**config.mk**
```make
export PLATFORM = sky130hd
export DESIGN_NAME = serial_command_line_decoder_top_flat
export DESIGN_NICKNAME = d
export VERILOG_FILES = /design/src/scld_pkg.sv /design/src/scld_intf.sv /design/src/scld_ram.sv /design/src/scld_ctrl.sv /design/src/scld_dp.sv /design/src/serial_command_line_decoder_top.sv /design/src/flat_wrapper.sv
export SDC_FILE = /design/constraint.sdc
export NUM_CORES = 2
export LEC_CHECK = 0
export ABC_AREA = 1
export CAP_MARGIN = 0
export CORE_ASPECT_RATIO = 1.75
export CORE_MARGIN = 4
export CORE_UTILIZATION = 50
export CTS_CLUSTER_SIZE = 30
export DETAILED_ROUTE_END_ITERATION = 10
export DONT_BUFFER_PORTS = 1
export GPL_TIMING_DRIVEN = 0
export MAX_ROUTING_LAYER = met4
export PLACE_DENSITY = 0.74
export SYNTH_ARGS = -nofsm -noshare
export SYNTH_HDL_FRONTEND = slang
export SYNTH_SLANG_ARGS = --single-unit
```
**constraint.sdc**
```tcl
create_clock -name i_clk -period 15.67 [get_ports i_clk]
set_input_delay 3.134 -clock i_clk [delete_from_list [all_inputs] [get_ports i_clk]]
set_output_delay 3.134 -clock i_clk [all_outputs]
set_load 0.05 [all_outputs]
```
**src/scld_pkg.sv**
```systemverilog
// Shared constants, types and helpers for the serial command line decoder.
package scld_pkg;

    localparam int LINE_CAPACITY  = 64;
    localparam int FIELD_CAPACITY = 16;
    localparam int ARG_SLOTS      = 4;

    localparam int ADDR_W = $clog2(LINE_CAPACITY);
    localparam int NCNT_W = $clog2(FIELD_CAPACITY + 1);
    localparam int FCNT_W = $clog2(FIELD_CAPACITY);
    localparam int ACNT_W = $clog2(ARG_SLOTS + 1);

    localparam int APB_ADDR_W = 3;
    localparam logic REG_SPEED_LIMIT = 1'b0;
    localparam logic REG_POS_LIMIT   = 1'b1;
    localparam logic [15:0] SPEED_LIMIT_RST = 16'd1000;
    localparam logic [15:0] POS_LIMIT_RST   = 16'd10000;
    localparam logic signed [31:0] PWM_DUTY_DEFAULT = 32'sd50;

    localparam logic [2:0] ST_OK       = 3'd0;
    localparam logic [2:0] ST_UNKNOWN  = 3'd1;
    localparam logic [2:0] ST_MISSING  = 3'd2;
    localparam logic [2:0] ST_INVALID  = 3'd3;
    localparam logic [2:0] ST_TOO_MANY = 3'd4;
    localparam logic [2:0] ST_TOO_LONG = 3'd5;

    localparam logic [2:0] CMD_NONE = 3'd0;
    localparam logic [2:0] CMD_SPD  = 3'd1;
    localparam logic [2:0] CMD_POS  = 3'd2;
    localparam logic [2:0] CMD_MOVE = 3'd3;
    localparam logic [2:0] CMD_MUL  = 3'd4;
    localparam logic [2:0] CMD_PWM  = 3'd5;
    localparam logic [2:0] CMD_STOP = 3'd6;
    localparam logic [2:0] CMD_HELP = 3'd7;

    localparam logic [7:0] CH_LF     = 8'h0A;
    localparam logic [7:0] CH_CR     = 8'h0D;
    localparam logic [7:0] CH_SPACE  = 8'h20;
    localparam logic [7:0] CH_PLUS   = 8'h2B;
    localparam logic [7:0] CH_COMMA  = 8'h2C;
    localparam logic [7:0] CH_MINUS  = 8'h2D;
    localparam logic [7:0] CH_0      = 8'h30;
    localparam logic [7:0] CH_9      = 8'h39;
    localparam logic [7:0] CH_EQ     = 8'h3D;
    localparam logic [7:0] CH_LOW_A  = 8'h61;
    localparam logic [7:0] CH_LOW_Z  = 8'h7A;
    localparam logic [7:0] PRINT_MIN = 8'h20;

    localparam logic [1:0] CPH_SPACE = 2'd0;
    localparam logic [1:0] CPH_DIGIT = 2'd1;
    localparam logic [1:0] CPH_DONE  = 2'd2;

    localparam int NUM_NAMES = 7;
    localparam logic [2:0] NAME_LEN [NUM_NAMES] = '{3'd3, 3'd3, 3'd4, 3'd3, 3'd3, 3'd4, 3'd4};
    localparam logic [7:0] NAME_CHARS [NUM_NAMES][4] = '{
        '{"S", "P", "D", 8'h00},
        '{"P", "O", "S", 8'h00},
        '{"M", "O", "V", "E"},
        '{"M", "U", "L", 8'h00},
        '{"P", "W", "M", 8'h00},
        '{"S", "T", "O", "P"},
        '{"H", "E", "L", "P"}
    };

    typedef struct packed {
        logic clear;
        logic step;
        logic close;
        logic mult;
        logic done;
        logic ovf;
    } t_cmd;

    typedef struct packed {
        logic out_busy;
    } t_stat;

    function automatic logic [7:0] to_upper(input logic [7:0] c);
        logic [7:0] r;
        r = c;
        if (c >= CH_LOW_A && c <= CH_LOW_Z) begin
            r = c - 8'h20;
        end
        return r;
    endfunction

endpackage

```
**src/scld_intf.sv**
```systemverilog
// Channel interfaces: received byte words and decoded result words.
interface scld_rx_if;
    logic       valid;
    logic       ready;
    logic [7:0] rx_byte;

    modport source (output valid, output rx_byte, input ready);
    modport sink (input valid, input rx_byte, output ready);
endinterface

interface scld_res_if;
    logic               valid;
    logic               ready;
    logic [2:0]         status;
    logic [2:0]         command_code;
    logic [1:0]         arg_num;
    logic signed [31:0] first_value;
    logic signed [31:0] second_value;
    logic signed [31:0] third_value;
    logic signed [63:0] reply_value;
    logic               move_request;

    modport source (output valid, output status, output command_code, output arg_num,
                    output first_value, output second_value, output third_value,
                    output reply_value, output move_request, input ready);
    modport sink (input valid, input status, input command_code, input arg_num,
                  input first_value, input second_value, input third_value,
                  input reply_value, input move_request, output ready);
endinterface

```
**src/scld_ram.sv**
```systemverilog
// Generic single-write, single-read RAM with registered read data.
module scld_ram #(
    parameter int WIDTH = 8,
    parameter int DEPTH = 64
) (
    input  logic                     i_clk,
    input  logic                     i_wr_en,
    input  logic [$clog2(DEPTH)-1:0] i_wr_addr,
    input  logic [WIDTH-1:0]         i_wr_data,
    input  logic [$clog2(DEPTH)-1:0] i_rd_addr,
    output logic [WIDTH-1:0]         o_rd_data
);
    logic [WIDTH-1:0] r_mem [DEPTH];
    logic [WIDTH-1:0] r_rd_data;

    always_ff @(posedge i_clk) begin
        if (i_wr_en) begin
            r_mem[i_wr_addr] <= i_wr_data;
        end
        r_rd_data <= r_mem[i_rd_addr];
    end

    assign o_rd_data = r_rd_data;
endmodule

```
**src/scld_ctrl.sv**
```systemverilog
// Controller: byte intake, line buffering and the walk over a finished line.
module scld_ctrl (
    input  logic                       i_clk,
    input  logic                       i_rst_n,
    input  logic                       i_rx_valid,
    input  logic [7:0]                 i_rx_byte,
    output logic                       o_rx_ready,
    output logic                       o_wr_en,
    output logic [scld_pkg::ADDR_W-1:0] o_wr_addr,
    output logic [scld_pkg::ADDR_W-1:0] o_rd_addr,
    output scld_pkg::t_cmd             o_cmd,
    input  scld_pkg::t_stat            i_stat
);
    typedef enum logic [5:0] {
        S_IDLE  = 6'b000001,
        S_READ  = 6'b000010,
        S_DRAIN = 6'b000100,
        S_CLOSE = 6'b001000,
        S_MULT  = 6'b010000,
        S_DONE  = 6'b100000
    } t_state;

    t_state r_state, n_state;
    logic [scld_pkg::ADDR_W-1:0] r_len, n_len;
    logic [scld_pkg::ADDR_W-1:0] r_walk_len, n_walk_len;
    logic [scld_pkg::ADDR_W-1:0] r_idx, n_idx;
    logic r_cr, n_cr;
    logic r_pend, n_pend;

    logic is_lf, is_cr, is_ctl, full, gen, accept;

    always_comb begin
        is_lf  = i_rx_byte == scld_pkg::CH_LF;
        is_cr  = i_rx_byte == scld_pkg::CH_CR;
        is_ctl = i_rx_byte < scld_pkg::PRINT_MIN;
        full   = r_len >= scld_pkg::ADDR_W'(scld_pkg::LINE_CAPACITY - 1);
        gen    = (is_lf && !r_cr && r_len != '0) || (is_cr && r_len != '0)
                 || (!is_ctl && full);
        o_rx_ready = (r_state == S_IDLE) && !(gen && i_stat.out_busy);
        accept = i_rx_valid && o_rx_ready;

        n_state    = r_state;
        n_len      = r_len;
        n_walk_len = r_walk_len;
        n_idx      = r_idx;
        n_cr       = r_cr;
        n_pend     = 1'b0;
        o_cmd      = '0;
        o_cmd.step = r_pend;
        o_wr_en    = 1'b0;
        o_wr_addr  = r_len;
        o_rd_addr  = r_idx;

        case (r_state)
            S_IDLE: begin
                if (accept) begin
                    if (is_lf || is_cr) begin
                        n_cr = is_cr;
                        if ((is_cr || !r_cr) && r_len != '0) begin
                            n_walk_len  = r_len;
                            n_len       = '0;
                            n_idx       = '0;
                            o_cmd.clear = 1'b1;
                            n_state     = S_READ;
                        end
                    end else begin
                        n_cr = 1'b0;
                        if (!is_ctl) begin
                            if (full) begin
                                n_len     = '0;
                                o_cmd.ovf = 1'b1;
                            end else begin
                                o_wr_en = 1'b1;
                                n_len   = r_len + 1'b1;
                            end
                        end
                    end
                end
            end
            S_READ: begin
                n_pend = 1'b1;
                if (r_idx == r_walk_len - 1'b1) begin
                    n_state = S_DRAIN;
                end else begin
                    n_idx = r_idx + 1'b1;
                end
            end
            S_DRAIN: n_state = S_CLOSE;
            S_CLOSE: begin
                o_cmd.close = 1'b1;
                n_state     = S_MULT;
            end
            S_MULT: begin
                o_cmd.mult = 1'b1;
                n_state    = S_DONE;
            end
            S_DONE: begin
                o_cmd.done = 1'b1;
                n_state    = S_IDLE;
            end
            default: n_state = S_IDLE;
        endcase
    end

    always_ff @(posedge i_clk) begin
        if (!i_rst_n) begin
            r_state <= S_IDLE;
            r_len   <= '0;
            r_cr    <= 1'b0;
            r_pend  <= 1'b0;
            r_idx   <= '0;
            r_walk_len <= '0;
        end else begin
            r_state <= n_state;
            r_len   <= n_len;
            r_cr    <= n_cr;
            r_pend  <= n_pend;
            r_idx   <= n_idx;
            r_walk_len <= n_walk_len;
        end
    end

`ifndef SYNTHESIS
    a_walk_nonempty: assert property (@(posedge i_clk) disable iff (!i_rst_n)
        (r_state == S_READ) |-> (r_walk_len != '0))
        else $error("line walk started on an empty line");
    a_step_after_read: assert property (@(posedge i_clk) disable iff (!i_rst_n)
        o_cmd.step |-> $past(r_state == S_READ))
        else $error("byte step without a read");
    a_ovf_free: assert property (@(posedge i_clk) disable iff (!i_rst_n)
        o_cmd.ovf |-> !i_stat.out_busy)
        else $error("overflow result while output busy");
    a_done_free: assert property (@(posedge i_clk) disable iff (!i_rst_n)
        o_cmd.done |-> !i_stat.out_busy)
        else $error("decode result while output busy");
`endif
endmodule

```
**src/scld_dp.sv**
```systemverilog
// Datapath: streaming name match, argument conversion, execution and result word.
module scld_dp (
    input  logic            i_clk,
    input  logic            i_rst_n,
    input  scld_pkg::t_cmd  i_cmd,
    output scld_pkg::t_stat o_stat,
    input  logic [7:0]      i_char,
    input  logic [15:0]     i_speed_limit,
    input  logic [15:0]     i_pos_limit,
    scld_res_if.source      o_res
);
    logic                              r_in_args, n_in_args;
    logic [scld_pkg::NCNT_W-1:0]       r_name_cnt, n_name_cnt;
    logic [scld_pkg::NUM_NAMES-1:0]    r_match, n_match;
    logic                              r_stop, n_stop;
    logic                              r_fnon, n_fnon;
    logic [scld_pkg::FCNT_W-1:0]       r_fchars, n_fchars;
    logic [1:0]                        r_cph, n_cph;
    logic                              r_neg, n_neg;
    logic [31:0]                       r_acc, n_acc;
    logic [scld_pkg::ACNT_W-1:0]       r_cnt, n_cnt;
    logic signed [31:0]                r_val [3];
    logic signed [31:0]                n_val [3];
    logic signed [63:0]                r_prod;
    logic [15:0]                       r_speed, n_speed;
    logic signed [16:0]                r_pos, n_pos;

    logic                              r_valid, n_valid;
    logic [2:0]                        r_status, n_status;
    logic [2:0]                        r_code, n_code;
    logic [1:0]                        r_acnt, n_acnt;
    logic signed [31:0]                r_v0, n_v0, r_v1, n_v1, r_v2, n_v2;
    logic signed [63:0]                r_reply, n_reply;
    logic                              r_mv, n_mv;

    logic [7:0]  up;
    logic        is_digit;
    logic [3:0]  digit;
    logic [35:0] wide;
    logic [31:0] acc_step;
    logic signed [31:0] fval;
    logic        do_close;
    logic [scld_pkg::NCNT_W-1:0] nlen;
    logic [2:0]  code;
    logic        long_name;
    logic [2:0]  st;
    logic signed [31:0] lim_s, pos_lim_s;

    always_comb begin
        up       = scld_pkg::to_upper(i_char);
        is_digit = i_char inside {[scld_pkg::CH_0:scld_pkg::CH_9]};
        digit    = 4'(i_char - scld_pkg::CH_0);
        wide     = ({4'b0, r_acc} << 3) + ({4'b0, r_acc} << 1) + {32'b0, digit};
        acc_step = (wide > 36'h080000000) ? 32'h80000000 : wide[31:0];
        if (r_neg) begin
            fval = -$signed(r_acc);
        end else begin
            fval = (r_acc > 32'h7FFFFFFF) ? 32'sh7FFFFFFF : $signed(r_acc);
        end

        n_in_args  = r_in_args;
        n_name_cnt = r_name_cnt;
        n_match    = r_match;
        n_stop     = r_stop;
        n_fnon     = r_fnon;
        n_fchars   = r_fchars;
        n_cph      = r_cph;
        n_neg      = r_neg;
        n_acc      = r_acc;
        n_cnt      = r_cnt;
        n_val      = r_val;
        do_close   = 1'b0;

        if (i_cmd.step) begin
            if (!r_in_args) begin
                if (i_char == scld_pkg::CH_EQ) begin
                    n_in_args = 1'b1;
                end else begin
                    for (int k = 0; k < scld_pkg::NUM_NAMES; k++) begin
                        if (r_name_cnt < scld_pkg::NCNT_W'(scld_pkg::NAME_LEN[k]) &&
                            up != scld_pkg::NAME_CHARS[k][r_name_cnt[1:0]]) begin
                            n_match[k] = 1'b0;
                        end
                    end
                    if (r_name_cnt < scld_pkg::NCNT_W'(scld_pkg::FIELD_CAPACITY)) begin
                        n_name_cnt = r_name_cnt + 1'b1;
                    end
                end
            end else if (!r_stop) begin
                if (i_char == scld_pkg::CH_COMMA) begin
                    do_close = 1'b1;
                end else begin
                    n_fnon = 1'b1;
                    if (r_fchars < scld_pkg::FCNT_W'(scld_pkg::FIELD_CAPACITY - 1)) begin
                        n_fchars = r_fchars + 1'b1;
                        case (r_cph)
                            scld_pkg::CPH_SPACE: begin
                                if (i_char == scld_pkg::CH_SPACE) begin
                                    n_cph = scld_pkg::CPH_SPACE;
                                end else if (i_char inside {scld_pkg::CH_PLUS,
                                                            scld_pkg::CH_MINUS}) begin
                                    n_neg = i_char == scld_pkg::CH_MINUS;
                                    n_cph = scld_pkg::CPH_DIGIT;
                                end else if (is_digit) begin
                                    n_acc = {28'b0, digit};
                                    n_cph = scld_pkg::CPH_DIGIT;
                                end else begin
                                    n_cph = scld_pkg::CPH_DONE;
                                end
                            end
                            scld_pkg::CPH_DIGIT: begin
                                if (is_digit) begin
                                    n_acc = acc_step;
                                end else begin
                                    n_cph = scld_pkg::CPH_DONE;
                                end
                            end
                            default: n_cph = scld_pkg::CPH_DONE;
                        endcase
                    end
                end
            end
        end
        if (i_cmd.close && r_in_args && !r_stop) begin
            do_close = 1'b1;
        end
        if (do_close) begin
            if (r_fnon) begin
                if (r_cnt < scld_pkg::ACNT_W'(3)) begin
                    n_val[r_cnt[1:0]] = fval;
                end
                n_cnt = r_cnt + 1'b1;
                if (r_cnt + 1'b1 >= scld_pkg::ACNT_W'(scld_pkg::ARG_SLOTS)) begin
                    n_stop = 1'b1;
                end
            end
            n_fnon   = 1'b0;
            n_fchars = '0;
            n_cph    = scld_pkg::CPH_SPACE;
            n_neg    = 1'b0;
            n_acc    = '0;
        end
        if (i_cmd.clear) begin
            n_in_args  = 1'b0;
            n_name_cnt = '0;
            n_match    = '1;
            n_stop     = 1'b0;
            n_fnon     = 1'b0;
            n_fchars   = '0;
            n_cph      = scld_pkg::CPH_SPACE;
            n_neg      = 1'b0;
            n_acc      = '0;
            n_cnt      = '0;
            for (int j = 0; j < 3; j++) begin
                n_val[j] = '0;
            end
        end
    end

    // Execution of the decoded line.
    always_comb begin
        nlen = r_in_args ? r_name_cnt :
               ((r_name_cnt < scld_pkg::NCNT_W'(scld_pkg::FIELD_CAPACITY - 1)) ? r_name_cnt :
                scld_pkg::NCNT_W'(scld_pkg::FIELD_CAPACITY - 1));
        long_name = r_in_args && r_name_cnt >= scld_pkg::NCNT_W'(scld_pkg::FIELD_CAPACITY);
        code = scld_pkg::CMD_NONE;
        for (int k = scld_pkg::NUM_NAMES - 1; k >= 0; k--) begin
            if (r_match[k] && scld_pkg::NCNT_W'(scld_pkg::NAME_LEN[k]) == nlen) begin
                code = 3'(k + 1);
            end
        end
        lim_s     = $signed({16'b0, i_speed_limit});
        pos_lim_s = $signed({16'b0, i_pos_limit});

        n_valid  = r_valid && !o_res.ready;
        n_status = r_status;
        n_code   = r_code;
        n_acnt   = r_acnt;
        n_v0     = r_v0;
        n_v1     = r_v1;
        n_v2     = r_v2;
        n_reply  = r_reply;
        n_mv     = r_mv;
        n_speed  = r_speed;
        n_pos    = r_pos;
        st       = scld_pkg::ST_OK;

        if (i_cmd.ovf) begin
            n_valid  = 1'b1;
            n_status = scld_pkg::ST_TOO_LONG;
            n_code   = scld_pkg::CMD_NONE;
            n_acnt   = '0;
            n_v0     = '0;
            n_v1     = '0;
            n_v2     = '0;
            n_reply  = '0;
            n_mv     = 1'b0;
        end else if (i_cmd.done) begin
            n_valid = 1'b1;
            n_v0    = r_val[0];
            n_v1    = r_val[1];
            n_v2    = r_val[2];
            n_reply = '0;
            n_mv    = 1'b0;
            n_code  = code;
            n_acnt  = (r_cnt > scld_pkg::ACNT_W'(3)) ? 2'd3 : r_cnt[1:0];
            if (long_name) begin
                st     = scld_pkg::ST_UNKNOWN;
                n_code = scld_pkg::CMD_NONE;
                n_acnt = '0;
                n_v0   = '0;
                n_v1   = '0;
                n_v2   = '0;
            end else if (r_stop) begin
                st = scld_pkg::ST_TOO_MANY;
            end else begin
                case (code)
                    scld_pkg::CMD_SPD: begin
                        if (r_cnt == '0) begin
                            n_reply = {48'b0, r_speed};
                        end else if (r_cnt == scld_pkg::ACNT_W'(1) && r_val[0] >= 0 &&
                                     r_val[0] <= lim_s) begin
                            n_speed = r_val[0][15:0];
                            n_reply = 64'(r_val[0]);
                        end else begin
                            st = scld_pkg::ST_INVALID;
                        end
                    end
                    scld_pkg::CMD_POS: begin
                        if (r_cnt == '0) begin
                            n_reply = 64'(r_pos);
                        end else if (r_cnt == scld_pkg::ACNT_W'(1) && r_val[0] >= -pos_lim_s &&
                                     r_val[0] <= pos_lim_s) begin
                            n_pos   = r_val[0][16:0];
                            n_reply = 64'(r_val[0]);
                        end else begin
                            st = scld_pkg::ST_INVALID;
                        end
                    end
                    scld_pkg::CMD_MOVE: begin
                        if (r_cnt == '0) begin
                            st = scld_pkg::ST_MISSING;
                        end else if (r_cnt == scld_pkg::ACNT_W'(3)) begin
                            n_v0 = {24'b0, r_val[0][7:0]};
                            n_mv = 1'b1;
                        end
                    end
                    scld_pkg::CMD_MUL: begin
                        if (r_cnt != scld_pkg::ACNT_W'(2)) begin
                            st = scld_pkg::ST_INVALID;
                        end else begin
                            n_reply = r_prod;
                        end
                    end
                    scld_pkg::CMD_PWM: begin
                        if (r_cnt < scld_pkg::ACNT_W'(2)) begin
                            st = scld_pkg::ST_MISSING;
                        end else if (r_cnt == scld_pkg::ACNT_W'(2)) begin
                            n_v2 = scld_pkg::PWM_DUTY_DEFAULT;
                        end
                    end
                    scld_pkg::CMD_STOP, scld_pkg::CMD_HELP: st = scld_pkg::ST_OK;
                    default: st = scld_pkg::ST_UNKNOWN;
                endcase
            end
            n_status = st;
            if (st != scld_pkg::ST_OK) begin
                n_reply = '0;
                n_mv    = 1'b0;
            end
        end
    end

    always_ff @(posedge i_clk) begin
        if (!i_rst_n) begin
            r_valid <= 1'b0;
            r_speed <= '0;
            r_pos   <= '0;
        end else begin
            r_valid <= n_valid;
            r_speed <= n_speed;
            r_pos   <= n_pos;
        end
        r_in_args  <= n_in_args;
        r_name_cnt <= n_name_cnt;
        r_match    <= n_match;
        r_stop     <= n_stop;
        r_fnon     <= n_fnon;
        r_fchars   <= n_fchars;
        r_cph      <= n_cph;
        r_neg      <= n_neg;
        r_acc      <= n_acc;
        r_cnt      <= n_cnt;
        r_val      <= n_val;
        // 32 x 32 signed product, sign-extended operands
        if (i_cmd.mult) begin
            r_prod <= 64'(r_val[0]) * 64'(r_val[1]);
        end
        r_status <= n_status;
        r_code   <= n_code;
        r_acnt   <= n_acnt;
        r_v0     <= n_v0;
        r_v1     <= n_v1;
        r_v2     <= n_v2;
        r_reply  <= n_reply;
        r_mv     <= n_mv;
    end

    assign o_stat.out_busy     = r_valid;
    assign o_res.valid         = r_valid;
    assign o_res.status        = r_status;
    assign o_res.command_code  = r_code;
    assign o_res.arg_num       = r_acnt;
    assign o_res.first_value   = r_v0;
    assign o_res.second_value  = r_v1;
    assign o_res.third_value   = r_v2;
    assign o_res.reply_value   = r_reply;
    assign o_res.move_request  = r_mv;
endmodule

```
**src/serial_command_line_decoder_top.sv**
```systemverilog
// Top level of the serial command line decoder.
// Usage:
//   i_rx carries received byte words (valid/ready). CR, LF or CR LF ends a line;
//   other control bytes are dropped. Printable bytes go into a 64-entry line RAM.
//   o_res gives one result word per completed non-empty line, and one with
//   status "line too long" when a byte arrives at a full line.
//   Limits for SPD and POS are set over the APB port (0x0 speed, 0x4 position).
// Timing:
//   A line end walks the line RAM, one byte per cycle through its registered
//   read port, then runs the drain, last field, multiply and execute steps.
//   No byte is taken during the walk and these steps. The result sits in an
//   output register.
// Reset:
//   Synchronous, active low; clears line length, CR mark, speed and position.
// Stall:
//   While a result waits, ordinary bytes are still taken; a byte that would
//   produce another result is held off until the waiting word is taken.
module serial_command_line_decoder_top (
    input  logic                             i_clk,
    input  logic                             i_rst_n,
    scld_rx_if.sink                          i_rx,
    scld_res_if.source                       o_res,
    input  logic                             psel,
    input  logic                             penable,
    input  logic                             pwrite,
    input  logic [scld_pkg::APB_ADDR_W-1:0]  paddr,
    input  logic [31:0]                      pwdata,
    output logic [31:0]                      prdata,
    output logic                             pready
);
    logic [15:0] r_speed_lim, r_pos_lim;
    logic        wr_en;
    logic [scld_pkg::ADDR_W-1:0] wr_addr, rd_addr;
    logic [7:0]  rd_data;
    scld_pkg::t_cmd  cmd;
    scld_pkg::t_stat stat;

    assign pready = 1'b1;

    always_ff @(posedge i_clk) begin
        if (!i_rst_n) begin
            r_speed_lim <= scld_pkg::SPEED_LIMIT_RST;
            r_pos_lim   <= scld_pkg::POS_LIMIT_RST;
        end else if (psel && penable && pwrite) begin
            if (paddr[2] == scld_pkg::REG_SPEED_LIMIT) begin
                r_speed_lim <= pwdata[15:0];
            end else begin
                r_pos_lim <= pwdata[15:0];
            end
        end
    end

    assign prdata = (paddr[2] == scld_pkg::REG_SPEED_LIMIT) ? {16'b0, r_speed_lim}
                                                            : {16'b0, r_pos_lim};

    scld_ram #(
        .WIDTH (8),
        .DEPTH (scld_pkg::LINE_CAPACITY)
    ) u_line_ram (
        .i_clk     (i_clk),
        .i_wr_en   (wr_en),
        .i_wr_addr (wr_addr),
        .i_wr_data (i_rx.rx_byte),
        .i_rd_addr (rd_addr),
        .o_rd_data (rd_data)
    );

    scld_ctrl u_ctrl (
        .i_clk      (i_clk),
        .i_rst_n    (i_rst_n),
        .i_rx_valid (i_rx.valid),
        .i_rx_byte  (i_rx.rx_byte),
        .o_rx_ready (i_rx.ready),
        .o_wr_en    (wr_en),
        .o_wr_addr  (wr_addr),
        .o_rd_addr  (rd_addr),
        .o_cmd      (cmd),
        .i_stat     (stat)
    );

    scld_dp u_dp (
        .i_clk         (i_clk),
        .i_rst_n       (i_rst_n),
        .i_cmd         (cmd),
        .o_stat        (stat),
        .i_char        (rd_data),
        .i_speed_limit (r_speed_lim),
        .i_pos_limit   (r_pos_lim),
        .o_res         (o_res)
    );
endmodule
```
**src/flat_wrapper.sv**
```systemverilog
// flat-port wrapper written by rule: the top's interface ports become plain ports
module serial_command_line_decoder_top_flat 
  (i_clk, i_rst_n, psel, penable, pwrite, paddr, pwdata, prdata, pready, i_rx_valid, i_rx_rx_byte, i_rx_ready, o_res_valid, o_res_status, o_res_command_code, o_res_arg_num, o_res_first_value, o_res_second_value, o_res_third_value, o_res_reply_value, o_res_move_request, o_res_ready);
  scld_rx_if i_rx_i ();
  scld_res_if o_res_i ();
  input  logic i_clk;
  input  logic i_rst_n;
  input  logic psel;
  input  logic penable;
  input  logic pwrite;
  input  logic [scld_pkg::APB_ADDR_W-1:0] paddr;
  input  logic [31:0] pwdata;
  output logic [31:0] prdata;
  output logic pready;
  input wire logic [$bits(i_rx_i.valid)-1:0] i_rx_valid;
  input wire logic [$bits(i_rx_i.rx_byte)-1:0] i_rx_rx_byte;
  output wire logic [$bits(i_rx_i.ready)-1:0] i_rx_ready;
  output wire logic [$bits(o_res_i.valid)-1:0] o_res_valid;
  output wire logic [$bits(o_res_i.status)-1:0] o_res_status;
  output wire logic [$bits(o_res_i.command_code)-1:0] o_res_command_code;
  output wire logic [$bits(o_res_i.arg_num)-1:0] o_res_arg_num;
  output wire logic [$bits(o_res_i.first_value)-1:0] o_res_first_value;
  output wire logic [$bits(o_res_i.second_value)-1:0] o_res_second_value;
  output wire logic [$bits(o_res_i.third_value)-1:0] o_res_third_value;
  output wire logic [$bits(o_res_i.reply_value)-1:0] o_res_reply_value;
  output wire logic [$bits(o_res_i.move_request)-1:0] o_res_move_request;
  input wire logic [$bits(o_res_i.ready)-1:0] o_res_ready;
  assign i_rx_i.valid = i_rx_valid;
  assign i_rx_i.rx_byte = i_rx_rx_byte;
  assign i_rx_ready = i_rx_i.ready;
  assign o_res_valid = o_res_i.valid;
  assign o_res_status = o_res_i.status;
  assign o_res_command_code = o_res_i.command_code;
  assign o_res_arg_num = o_res_i.arg_num;
  assign o_res_first_value = o_res_i.first_value;
  assign o_res_second_value = o_res_i.second_value;
  assign o_res_third_value = o_res_i.third_value;
  assign o_res_reply_value = o_res_i.reply_value;
  assign o_res_move_request = o_res_i.move_request;
  assign o_res_i.ready = o_res_ready;
  serial_command_line_decoder_top u_core (.i_clk(i_clk), .i_rst_n(i_rst_n), .i_rx(i_rx_i), .o_res(o_res_i), .psel(psel), .penable(penable), .pwrite(pwrite), .paddr(paddr), .pwdata(pwdata), .prdata(prdata), .pready(pready));
endmodule
```
* Yosys cells after proc, flatten, opt, wreduce, memory -nomap -nowiden
Memories as Yosys holds them, arrays and structs flattened. A register that Yosys moved wholly into a read port is not among the register bits.
Index checks and enable logic that the tools add are counted.
** Operators by class
- Add/subtract/negate cells :: 12
- $mul :: 1
- Magnitude comparators :: 25
- Eq/ne operators :: 47
- Muxes and demuxes :: 132
- Bitwise gates (word level) :: 11
- Reductions and logical operators :: 78
** Operators by type and width (count)
- $mux 32 :: 19
- $mux 64 :: 8
- $pmux 64 s3 :: 1
- $mux 8 :: 15
- $bmux 8 s2 :: 7
- $bwmux 96 :: 1
- $mux 6 :: 11
- $demux 32 s2 :: 1
- $le 32x17->1 :: 2
- $mul 32x32->64 :: 1
- $pmux 32 s2 :: 1
- $ne 8x8->1 :: 7
- $reduce_and 4->1 :: 12
- $eq 8x6->1 const B :: 5
- $add 35x33->36 :: 1
- $add 36x4->36 :: 1
- $gt 36x32->1 const B :: 1
- $mux 1 :: 36
- $mux 3 :: 12
- $logic_and 1x1->1 :: 35
- $ge 32x1->1 const B :: 1
- $ge 32x32->1 :: 1
- $gt 32x31->1 const B :: 1
- $neg 16->32 :: 1
- 65 further kinds :: 125
** Word-level totals
- Register bits :: 478
- Bits in writable memories :: 512
- Bits of input ports :: 50
- Memories :: 1
** Memories
- u_core.u_line_ram.r_mem :: words 64, width 8, read ports 1, clocked after Yosys merged registers in 1, write ports 1, RTL line scld_ram.sv:13 : logic [WIDTH-1:0] r_mem [DEPTH];

* Logic depth before layout (Yosys ltp)
- Depth in word-level cells :: 21
- Gate-level depth with buffers :: 36

* Hierarchy
A second synthesis with hierarchy kept.
** Unflattened totals
- Cell total of the unflattened synthesis :: 10068
- Area, all modules :: 84598.6 um^2
** By module, submodules not included
- scld_dp :: times used 1, cells an instance 7745, area each 59847.4 um^2, sequential area each 9048.7 um^2
- scld_ram :: times used 1, cells an instance 1806, area each 21345.5 um^2, sequential area each 15534.9 um^2
- scld_ctrl :: times used 1, cells an instance 266, area each 1780.5 um^2, sequential area each 520.5 um^2
- serial_command_line_decoder_top :: times used 1, cells an instance 251, area each 1625.3 um^2, sequential area each 640.6 um^2

* Worst setup path before layout
Ideal clock, no wire load.
- Kind :: input port to output port
- Start point :: input port paddr[2] (netlist name)
- End point :: output port prdata[10]
- Arrival time :: 4420 ps
- Required time :: 12536 ps
- Slack :: 8116 ps
- Stages on the path :: 2
- Buffers on the path :: 1
- Path through :: clkbuf_1 > o21ai_0
** Between the ends
- Longest elaborated chain between the ends :: 1
** RTL lines
- start: declaration :: RTL line flat_wrapper.sv:11 : input logic [scld_pkg::APB_ADDR_W-1:0] paddr;
- $mux 16 :: RTL line serial_command_line_decoder_top.sv:53 : assign prdata = (paddr[2] == scld_pkg::REG_SPEED_LIMIT) ? {16'b0, r_speed_lim}
- end: declaration :: RTL line flat_wrapper.sv:13 : output logic [31:0] prdata;
Every way passes these cells.

* Worst setup path in the final report
- Start point :: register u_core.u_dp.r_val[84] (netlist name)
- End point :: register u_core.u_dp.r_prod[60], data pin
** Between the ends
- Longest elaborated chain between the ends :: 1
** RTL lines
- start: declaration :: RTL line scld_dp.sv:22 : logic signed [31:0] r_val [3];
- start signal: assignment :: RTL line scld_dp.sv:294 : r_val <= n_val;
- $mul 32x32->64 :: RTL line scld_dp.sv:297 : r_prod <= 64'(r_val[0]) * 64'(r_val[1]);
- end signal: assignment :: RTL line scld_dp.sv:297
- end: declaration :: RTL line scld_dp.sv:24 : logic signed [63:0] r_prod;
Every way passes these cells.
A chain may end at the register's enable or synchronous reset.

==> results.yml <==
worst_setup_path:
  crit_slowest_cell: "nor2_1"
  critPathMostFrequentCell: "fa_1"
  cpPeakStageDelay_ps: 1170
  rr_startpoint: "u_core.u_dp.r_val[84]$_SDFFE_PP0P_"
  timing.critical_path.cells: "clkbuf_1, clkbuf_1, nand2_1, fa_1, fa_1, fa_1, fa_1, inv_1, fa_1, fa_1, fa_1, fa_1, ha_1, nand2_1, nor2_1, nand2_1, nor4_1, a21oi_1, inv_1, nand4_1, o2111ai_1, xor2_1"
  crit_arrival_ps: 13540
  cp-end-kind: "register"
  critPathRequiredTime_ps: 16240
  critical_path_class: "reg -> reg"
  start_kind: "register"
  crit_fanout: 10
  worstSetupStartpoint: "u_core.u_dp.r_val[84]$_SDFFE_PP0P_"
placed_design:
  globalplace.congestion: 1.182
  dpl.hpwl_mm: 315.7
  io_buffers: 0
global_route:
  grt_pass1_vias: 73610
  use_met3_pct: 13.26
  met2_usage_pct: 74.96
  grt_busiest_layer: "met2"
  grt_pass1_wl_mm: 548.8
  gr-usage-all-layers_pct: 47.39
  gr-total-overflow: 0
  use_met1_pct: 44.14
  antenna_found_initial: 43
  grt_max_degree: 67
synth:
  synth_edf_count: 576
  synth.avg_cell_area_sq_um: 8.556
  synth_top_cell_area_share_pct: 26.02
  netlist_instances: 9747
  ys_seq_area_share_pct: 30.87
  ys_seq_elements: 998
  ys_top_cells_by_area: "fa_1 (26%), edfxtp_1 (21%), dfxtp_1 (10%), nand2_1 (9.6%), inv_1 (9.0%)"
  syn_area_sq_mm: 0.08339
  async_reset_ff_share_pct: 0
  ys_types: 65
  synth_top_area_cell: "fa_1"
  synth_flop_cell: "edfxtp_1"
  ys_warn_count: 0
final_layout:
  layout.cells.most_common: "nand2_1"
  fin_nets: 11330
  layout-drive-gt1-share_pct: 3.608
  area_growth_pct: 7.792
  nFillCells: 15730
  final_cell_mix: "nand2_1 (2122), inv_1 (1992), fa_1 (1083)"
pwr:
  power_leakage_nw: 44.64
  design_power_total_w: 0.005602
  ir_drop_mv: 0.1141
  p_per_area_mw_per_mm2: 62.32
sta:
  fin_skew_ps: 69.29
  relSlewSlack_pct: -9.447
  period_needed_ps: 12970
  final.setup.tns_ps: 0
  hold_slack_ps: 443.7
  min_period_over_period_pct: 82.75
  rsz0062_at_grt: "false"
  tightest_slew_ps: 1642
  setup_violations: 0
  max_clock_freq_mhz: 77.12
  slew_violations: 121
  final_hold_viol_count: 0
route:
  num_vias: 72150
  wl_mm: 396.2
  first_pass_iters: 9
  wl_per_cell_um: 32.48
  via_per_inst: 5.914
  drc: 0
  drt_iter0_markers: 7693
  ant_nets: 0
clock_tree:
  cts_tree: "built"
  numClockSinks: 998
  cts_setup_buffers: 0
  cts_hold_buf: 0
  cts-root-buf: "clkbuf_16"
  htreeDepth: 3
  cts_resized: 0
  clkLatencyLatePin_ps: 790
  cts_buffer_depth: 3
  cts-buffers-inserted: 93
  clk_pin_slew_ps: 70
floorplan:
  initial_core_util_pct: 50.24
  die-area_sq_mm: 0.1736
  core_sq_mm: 0.1660
  die_h_um: 548.3
  die_w_um: 316.7
  ios: 254
  std_cell_rows: 198
status:
  status: "complete, but fails checks"
  violations: "max-capacitance violations, max-slew violations"
worst_hold_path:
  min_from: "u_core.u_dp.r_pos[7]$_SDFFE_PN0P_"
  hp-class: "reg -> reg"
flow_run:
  cap_viol_max_count: 14
[path summary, 6_finish.rpt]
kind | endpoint | slack (ps) | cells past startpoint
worst max register to register | u_core.u_dp.r_prod[60]$_DFFE_PP_ | 2700 | 22
worst min register to register | u_core.u_dp.r_pos[7]$_SDFFE_PN0P_ | 440 | 2
worst min-delay path | u_core.u_dp.r_pos[7]$_SDFFE_PN0P_ | 440 | 2
worst max-delay path | u_core.u_dp.r_prod[60]$_DFFE_PP_ | 2700 | 22
[per-layer routing]
layer / up-vias / part of all wire (%) / routed length [um]
met4: 0 / 14 / 57230
li1: 30440 / - / -
met5: - / 0 / 0
met1: 35300 / 30 / 117200
met3: 2009 / 9.1 / 35860
met2: 4397 / 47 / 185900
[cells in the mapped netlist, types with 64 or more instances]
cell / instances
o21ai_0: 544
ha_1: 330
nor2_1: 734
o211ai_1: 64
nand2_1: 2122
nand4_1: 81
xor2_1: 83
o22ai_1: 81
a21oi_1: 438
dfxtp_1: 422
inv_1: 1992
clkbuf_1: 422
fa_1: 1084
nand3_1: 267
edfxtp_1: 576
[registers in the layout, summed over array words and instances (netlist names), 3 cells and up]
register	cells
u_core.u_dp.r_match	7
u_core.u_dp.r_val	96
u_core.u_ctrl.r_walk_len	6
u_core.r_pos_lim	16
u_core.u_dp.r_pos	17
u_core.u_dp.o_res.status	3
u_core.u_ctrl.o_rd_addr	6
u_core.r_speed_lim	16
u_core.u_line_ram.r_mem	512
u_core.u_dp.o_res.command_code	3
u_core.u_dp.r_prod	64
u_core.u_dp.r_speed	16
u_core.u_dp.o_res.second_value	32
u_core.u_ctrl.o_wr_addr	6
u_core.u_dp.o_res.reply_value	64
u_core.u_dp.r_fchars	4
u_core.u_dp.r_name_cnt	5
u_core.u_line_ram.o_rd_data	8
u_core.u_dp.o_res.third_value	32
u_core.u_ctrl.r_state	6
u_core.u_dp.r_acc	32
u_core.u_dp.r_cnt	3
u_core.u_dp.o_res.first_value	32
[layout make-up]
class	instances	area [sq um]	share of cell area [%]
multi-input cells	6208	47960	53.36
flip-flops and latches	998	25740	28.64
inverters	2016	7567	8.418
well taps	2200	2753	3.062
clock buffers	116	2527	2.812
plain buffers	540	2257	2.511
clock inverters	60	794.5	0.8839
repair buffers	13	160.2	0.1782
diodes	48	120.1	0.1336
[worst max-delay path: cells and delay by family, from the launching register on]
family	cells	cell delay, ps
compound gates	2	600
xor+xnor	1	250
fa+ha+maj	9	6610
buf+inv	4	2260
flops	1	380
simple gates	6	2540
[stage by stage]
step / worst slack (ps) / util, % / cell area, sq um / cells
3_3_place_gp: 2599 / 51.93 / 86200 / 11960
3_5_place_dp: 3603 / 52.06 / 86410 / 11970
2_1_floorplan: 8116 / - / 83450 / 9762
4_1_cts: 3575 / 54.06 / 89740 / 12150
6_report: 2704 / 54.16 / 89890 / 12200
5_1_grt: 3377 / 54.15 / 89880 / 12190
[power by group]
| part | internal (W) | switching, W | leakage [nW] |
|---|---|---|---|
| sequential | 0.00279 | 0.000107 | 8.50 |
| clock | 0.00137 | 0.00114 | 1.60 |
| combinational | 0.0000430 | 0.000144 | 34.5 |
| total | 0.00421 | 0.00139 | 44.6 |
[cell families after synthesis]
logic type               count (synthesis)  share of synthesized area (%)
AND/OR/NAND/NOR                       3318                          15.99
AO/OA/AOI/OAI                         1333                          9.095
multiplexers                             2                        0.02701
flip-flops                             998                          30.87
other                                    2                       0.009006
XOR/XNOR                               124                          1.302
buffers and inverters                 2556                          11.73
adder cells (fa/ha/maj)               1414                          30.97
(Power assumes the default switching activity.)
